$ cat src/swmm_pkg.sv
// ----------------------------------------------------------------------------
// Sliding window min/max package
// Shared constants, transaction types and control structs for the window
// min/max cell chain.
// ----------------------------------------------------------------------------
`default_nettype none

package swmm_pkg;

   localparam int WINDOW_MAX = 64;
   localparam int DATA_W     = 32;
   localparam int CFG_W      = 7;
   localparam int IDX_W      = $clog2(WINDOW_MAX);
   localparam int LEN_W      = $clog2(WINDOW_MAX + 1);

   typedef struct packed {
      logic signed [DATA_W-1:0] sample;
      logic                     seq_start;
   } req_type;

   typedef struct packed {
      logic signed [DATA_W-1:0] win_min;
      logic signed [DATA_W-1:0] win_max;
   } rsp_type;

   // Partial extremes handed from a cell to its lower neighbor.
   typedef struct packed {
      logic                     valid;
      logic signed [DATA_W-1:0] min;
      logic signed [DATA_W-1:0] max;
   } part_type;

   typedef struct packed {
      logic shift;
      logic reduce;
   } cell_ctl_type;

   typedef enum logic [0:0] {
      ST_IDLE,
      ST_REDUCE
   } state_type;

endpackage

`default_nettype wire

$ cat src/swmm_cell.sv
// ----------------------------------------------------------------------------
// Sliding window min/max cell
// Holds one window sample and its valid flag, and a partial minimum and
// maximum that is merged with the upper neighbor's partial on each reduce step.
// ----------------------------------------------------------------------------
`default_nettype none

module swmm_cell
   import swmm_pkg::*;
(
   input  wire logic                     clock,
   input  wire logic                     reset,
   input  wire cell_ctl_type             ctl,
   input  wire logic                     in_window,
   input  wire logic signed [DATA_W-1:0] left_value,
   input  wire logic                     left_valid,
   input  wire part_type                 right_part,
   output logic signed [DATA_W-1:0]      value,
   output logic                          valid,
   output part_type                      part
);

   logic signed [DATA_W-1:0] value_ff, value_in;
   logic                     valid_ff, valid_in;
   part_type                 part_ff, part_in;

   always_comb begin
      value_in = value_ff;
      valid_in = valid_ff;
      part_in  = part_ff;
      if (ctl.shift) begin
         // Samples that move past the window length are dropped here.
         value_in      = left_value;
         valid_in      = left_valid & in_window;
         part_in.valid = left_valid & in_window;
         part_in.min   = left_value;
         part_in.max   = left_value;
      end else if (ctl.reduce) begin
         part_in.valid = valid_ff | right_part.valid;
         if (!valid_ff) begin
            part_in.min = right_part.min;
            part_in.max = right_part.max;
         end else if (!right_part.valid) begin
            part_in.min = value_ff;
            part_in.max = value_ff;
         end else begin
            part_in.min = (right_part.min < value_ff) ? right_part.min : value_ff;
            part_in.max = (right_part.max > value_ff) ? right_part.max : value_ff;
         end
      end
   end

   always_ff @(posedge clock) begin
      if (reset) begin
         valid_ff      <= 1'b0;
         part_ff.valid <= 1'b0;
      end else begin
         valid_ff      <= valid_in;
         part_ff.valid <= part_in.valid;
      end
      value_ff    <= value_in;
      part_ff.min <= part_in.min;
      part_ff.max <= part_in.max;
   end

   assign value = value_ff;
   assign valid = valid_ff;
   assign part  = part_ff;

endmodule

`default_nettype wire

$ cat config.mk
export PLATFORM = sky130hd
export DESIGN_NAME = swmm_cell
export DESIGN_NICKNAME = d
export VERILOG_FILES = /design/src/swmm_pkg.sv /design/src/swmm_cell.sv
export SDC_FILE = /design/constraint.sdc
export NUM_CORES = 1
export LEC_CHECK = 0
export ABC_CLOCK_PERIOD_IN_PS = 2900
export BUFFER_PORTS_ARGS = -buffer_cell sky130_fd_sc_hd__buf_2
export CAP_MARGIN = 5
export CORE_MARGIN = 1
export CORE_UTILIZATION = 46
export DETAILED_ROUTE_END_ITERATION = 8
export PLACE_DENSITY = 0.77
export SLEW_MARGIN = 20
export SYNTH_ARGS = -nofsm -noshare
export SYNTH_HDL_FRONTEND = slang
export SYNTH_SLANG_ARGS = --single-unit
$ cat constraint.sdc
create_clock -name clock -period 2.9 [get_ports clock]
set_clock_uncertainty 0.1 [all_clocks]
set_input_delay 0.29 -clock clock [delete_from_list [all_inputs] [get_ports clock]]
set_output_delay 0.29 -clock clock [all_outputs]
set_load 0.01 [all_outputs]
# Word-level counts from Yosys, hierarchy flattened
# Index checks and enable logic that the tools add are counted.
# word_totals
regBits	98
input_bits	103
out_inout_bits	98
word_cells	16
# op_classes
magnitude_cmp	2
muxes	6
bitwise	2
n_reduce_logical	1
# op_table
operator	n
$mux W65	2
$mux W64	2
$mux W32	2
$gt A32 B32 Y1	1
$lt A32 B32 Y1	1
$reduce_bool A2 Y1	1
$and A1 B1 Y1	1
$or A1 B1 Y1	1

# Logic depth before layout (Yosys ltp)
# Gate-level depths: netlist (run 1).
# logic_depth
ltp_word	6
mapped_depth	12

# Worst setup path after synthesis (run 1)
# No wires, ideal clock.
# synth_path
path_kind	register to register
from	register value_ff[25] (netlist: value[25])
to	register part_ff, in the netlist part[10] (data pin)
setup_time_ns	0.170
t_arrival_ns	2.799
required_time_ns	2.630
setup_slack_ns	-0.169
path_stages_with_launch	13
synth_period_minus_slack_ns	3.069
path_cell_list	edfxtp_1 -> inv_1 -> ha_1 -> a21o_1 -> a21o_1 -> a221oi_1 -> o21ai_1 -> or4_1 -> buf_2 -> and3_1 -> buf_2 -> buf_6 -> a311oi_2
# synth_lines
item	line	text
start, declared	swmm_cell.sv:23	logic signed [DATA_W-1:0] value_ff, value_in;
start signal, assigned	swmm_cell.sv:61	value_ff <= value_in;
end, declared	swmm_cell.sv:25	part_type part_ff, part_in;

==> flow_summary.yaml, run 1 <==
run_status:
  status: "complete, but fails checks"
  violations: "setup timing"
detailed_routing:
  drt_pass1_iterations: 5
  via_per_inst: 5.82
  ant_nets: 0
  wl_per_cell_um: 20.3
  drcViolationCount: 0
  dr.first_iter.drc_count: 371
  vias: 5800
  wl_mm: 20.2
worst_setup_path:
  reg2reg_from: "value[25]"
  path_class: "reg2reg"
  reg2regPathDepth: 12
  crit_end: "part[22]"
  cp_num_cells: 12
  startpoint: "value[25]"
  startpoint_type: "flop"
  cp-end-kind: "flop"
  reg2reg_slack_ns: -0.21
  path_delay_family: "compound AO/OA/AOI/OAI gates"
  r2r_end: "part[22]"
  slowest_delay_ns: 0.43
  cp_slowest_cell: "or4_4"
  worstPathArrival_ns: 3.08
  crit_fanout: 10
  path_buf_inv: 4
  worstPathRequired_ns: 2.87
  crit_chain: "inv_2, buf_12, ha_4, a21o_1, a21o_1, a221oi_2, o21ai_1, or4_4, buf_6, buf_8, a311oi_4, a311oi_4"
clocking:
  clock_sinks: 98
  numCtsBuffers: 9
  tritoncts: "done"
  h-tree-depth: 3
  clk_pin_slew_ns: 0.06
  cts_root_buf: "clkbuf_16"
  insertion_delay_ns: 0.35
  clock_path_buffers: 2
global_routing:
  overflow: 0
  grt_max_degree: 99
  grt_first_pass_wirelength_mm: 29.7
  grt_usage_pct: 29.8
  grt_pass1_vias: 5845
  grt_antenna_before_repair: 2
timing:
  max_freq_ghz: 0.322
  period_needed_ns: 3.11
  hold_viol: 0
  slew_viol_final: 0
  slew_headroom_pct: 54.7
  setup_ws_ns: -0.210
  setup_violations: 64
  finalCritPeriodShare_pct: 107
  tightestPinTransition_ns: 0.680
  rsz0062_at_grt: "true"
floorplanning:
  fp.dieArea_sq_um: 13500
  initial_core_util_pct: 47.2
  num_rows: 41
  die_y_um: 116
  dieWidth_um: 116
  pin_count: 201
  core_sq_um: 12700
synth:
  synth.largest_area_cell: "edfxtp_1"
  yosys_warnings: 0
  synth_flop_cell: "edfxtp_1"
  synthArstFlopShare_pct: 0
  ys_types: 36
  syn_area_sq_um: 5980
  synth_seq_cells: 98
  yosysSeqAreaShare_pct: 48.8
  synth_edf_count: 96
  synth_cells: 501
  synth.avg_cell_area_sq_um: 11.9
  yosys.area.top_type_share_pct: 48.2
  ys_top_cells_by_area: "edfxtp_1 (48%), ha_1 (13%), a311oi_2 (7.5%), mux2i_1 (5.4%), a311oi_1 (5.0%)"
  synth_common_cells: "edfxtp_1 (96), ha_1 (63), a21oi_1 (57), inv_1 (37), nor2_1 (37)"
  yosysMostFrequentCell: "edfxtp_1"
  syn-num-nets: 667
finish:
  finalInstanceArea_sq_um: 9260
  fin_nets: 987
  multi_input_area_sq_um: 3340
  seqCellArea_sq_um: 2920
  fill_cells: 850
  post-route-util_pct: 73.1
  drive_above_1_share_pct: 55.2
  instances_no_fill: 996
  area_growth_pct: 54.7
min_path:
  holdCritPathClass: "in2reg"
place:
  place.gp.congestion: 0.888
  dp_hpwl_mm: 13.6
  placed_area_sq_um: 8200
  dp_slack_ns: -0.277
  placedCellCount: 945
  port_buffers: 200
job:
  maxCapViolCount: 0
power:
  powerDensity_nw_per_um2: 439
  p_leak_nw: 4.09
  vdd_drop_max_mv: 0.324
  power.total_mw: 4.07
state kept, by name, summed over array words and instances, names as in the netlist:
signal	flops
part	65
valid	1
value	32
area by class of cell:
type	count	area share, %
sequential	98	31.6
antenna	2	0.0541
timing repair buffer	341	25.5
clock buffer	11	2.51
inverter	38	1.55
clock inverter	1	0.324
multi-input combinational	333	36.1
tap	172	2.32
stage by stage:
stage	TNS, ns	hold WS, ns
after floorplan	0	0.262
after global placement	-13.10	0.366
after detailed placement	-13.65	0.375
after CTS	-5.38	0.0159
after global routing	-15.46	0.0217
final	-8.83	0.0245
routing by layer:
layer,part of all wire [%],routed length [um],track usage [%]
met5,0.064,13,0
met1,40,8120,34.2
met4,3.7,756,17.3
met3,6.6,1330,7.01
met2,50,10000,50.8
placed cells by master (no fill, tap or decap), types with 4 or more instances in the layout:
cell type,synthesis,layout
inv_2,1,10
edfxtp_1,96,96
inv_1,37,27
a21oi_1,57,57
a221oi_2,0,4
a21o_1,5,5
clkbuf_16,0,12
nor2_1,37,37
a311oi_2,30,53
ha_4,0,10
nand2_1,15,14
o21ai_1,3,5
buf_4,0,115
nand4_1,15,15
buf_6,3,6
mux2i_1,32,28
o21ai_0,10,8
a311oi_4,0,10
nand3_1,4,4
ha_1,63,53
buf_12,0,12
buf_2,5,199
cells by family (layout without fill, tap and decap cells):
group                      Yosys count  count (layout)  synth area share [%]
AOI/OAI and AO/OA                  152             152                  20.9
other                                0               2                     0
muxes                               32              32                  5.35
and+or+nand+nor                     86              86                  6.88
DFF                                 98              98                  48.8
adders and majority gates           63              63                  13.2
buffers and inverters               70             391                  4.87
timing repair:
action,in CTS,in global routing
gates resized for setup,52,17
setup endpoints to repair,64,64
gates cloned,3,2
setup buffers,24,8
hold buffers,1,0
hold endpoints to repair,1,0
pin swaps,44,33
worst min-delay path by stage:
stage	from	end	slack [ns]	cells past startpoint
after global placement	reset	valid	0.37	2
after CTS	left_value[0]	value[0]	0.02	1
final	left_value[18]	value[18]	0.02	1
after detailed placement	reset	valid	0.37	2
after global routing	left_value[2]	value[2]	0.02	1
after floorplan	reset	valid	0.26	1
power by group:
part           total (mW)  internal, mW  switching [mW]
combinational        1.18         0.555           0.623
clock                1.14         0.650           0.492
sequential           1.75          1.70          0.0455
total                4.07          2.91            1.16
Note: power is estimated with default switching activity, not from simulation.
==> run 2, diff against run 1 <==
GPL_TIMING_DRIVEN = 1   (was unset)
SKIP_CTS_REPAIR_TIMING = 1   (was unset)
==> flow_summary.yaml, run 2 (synthesis results as in run 1) <==
run_status:
  status: "complete, but fails checks"
  violations: "setup timing"
timing:
  max_freq_ghz: 0.315
  rsz0062_at_grt: "true"
  setup_violations: 64
  finalSetupTns_ns: -8.63
  slew_headroom_pct: 59.5
  setup_ws_ns: -0.280
  tightestPinTransition_ns: 0.607
  period_needed_ns: 3.18
  hold_viol: 0
  finalCritPeriodShare_pct: 110
  holdWs_ns: 0.0129
  slew_viol_final: 0
floorplanning:
  fp.dieArea_sq_um: 13500
  num_rows: 41
  pin_count: 201
  die_y_um: 116
  dieWidth_um: 116
  core_sq_um: 12700
  initial_core_util_pct: 47.2
finish:
  fin_nets: 970
  finalInstanceArea_sq_um: 8980
  diodes: 0
  layout_common_cells: "buf_2 (200), buf_4 (100), edfxtp_1 (96), a311oi_2 (60), a21oi_1 (57)"
  drive_above_1_share_pct: 54.8
  fill_cells: 908
  largest_reg_flops: 65
  post-route-util_pct: 70.9
  layout_commonest_cell: "buf_2"
  area_growth_pct: 50.1
place:
  dp_hpwl_mm: 13.6
  port_buffers: 200
  placed_area_sq_um: 8200
  place.gp.congestion: 0.888
detailed_routing:
  wl_mm: 19.8
  vias: 5694
  wl_per_cell_um: 20.3
  drt_pass1_iterations: 5
  dr.first_iter.drc_count: 443
  via_per_inst: 5.83
  drcViolationCount: 0
  ant_nets: 0
clocking:
  clk_pin_slew_ns: 0.07
  clock_path_buffers: 2
  h-tree-depth: 3
  insertion_delay_ns: 0.35
  tritoncts: "done"
  clock_sinks: 98
  cts_root_buf: "clkbuf_16"
  numCtsBuffers: 9
global_routing:
  grt_first_pass_wirelength_mm: 27.9
  grt_max_degree: 99
  overflow: 0
  grt_antenna_before_repair: 2
  grt_usage_pct: 27.6
  grt_pass1_vias: 5600
worst_setup_path:
  path_delay_family: "simple AND/OR/NAND/NOR gates"
  worstPathArrival_ns: 3.23
  crit_chain: "inv_2, ha_4, nand4_1, or4_4, a2111oi_4, o211ai_1, buf_4, and3_4, buf_12, a311oi_2"
  cp-end-kind: "flop"
  path_class: "reg2reg"
  slowest_delay_ns: 0.62
  worstPathRequired_ns: 2.95
  startpoint_type: "flop"
  crit_fanout: 7
  cp_slowest_cell: "or4_4"
  path_buf_inv: 3
power:
  vdd_drop_max_mv: 0.308
  powerDensity_nw_per_um2: 446
  p_leak_nw: 3.97
job:
  maxCapViolCount: 0
min_path:
  holdCritPathClass: "in2reg"
## run 2: changes by cell type in the layout (fill, tap and decap cells not counted), sizes merged
cell / before / now
buf: 337 / 319
clkbuf: 14 / 16
diode: 2 / 0
dlygate4sd3: 1 / 0
## run 2: final cells by class
| cell class | instances | area [sq um] | share of cell area (%) |
|---|---|---|---|
| Clock buffer | 11 | 233 | 2.59 |
| Clock inverter | 1 | 30.0 | 0.334 |
| Inverter | 38 | 144 | 1.60 |
| Multi-Input combinational cell | 333 | 3300 | 36.8 |
| Sequential cell | 98 | 2920 | 32.5 |
| Tap cell | 172 | 215 | 2.40 |
| Timing Repair Buffer | 324 | 2130 | 23.8 |
## run 2: final timing paths
check / startpoint / end / slack, ns / depth (start not counted)
setup / recovery: value[23] / part[1] / -0.28 / 10
hold / removal: reset / valid / 0.01 / 2
setup reg to reg: value[23] / part[1] / -0.28 / 10
hold reg to reg: part[64] / part[64] / 0.42 / 2
## run 2: where the power goes
part | total (mW) | internal (mW) | switching (mW)
combinational | 1.12 | 0.519 | 0.599
sequential | 1.75 | 1.70 | 0.0458
clock | 1.14 | 0.650 | 0.494
total | 4.01 | 2.87 | 1.14
## run 2: metrics by stage
stage          worst slack, ns  std cells  total power [mW]
6_report                -0.280        977              4.01
5_1_grt                 -0.335        977              4.16
4_1_cts                 -0.327        957              3.91
3_5_place_dp            -0.277        945              2.78
3_3_place_gp            -0.258        945              2.74
2_1_floorplan          0.00177        501              2.29
## run 2: routing by layer
metal / GRT usage, % / wire length (um) / up-vias
li1: - / - / 2610
met2: 47.7 / 9840 / 272
met3: 6.43 / 1450 / 52
met1: 32.2 / 7830 / 2758
met5: 0 / 11 / -
met4: 13.4 / 657 / 2
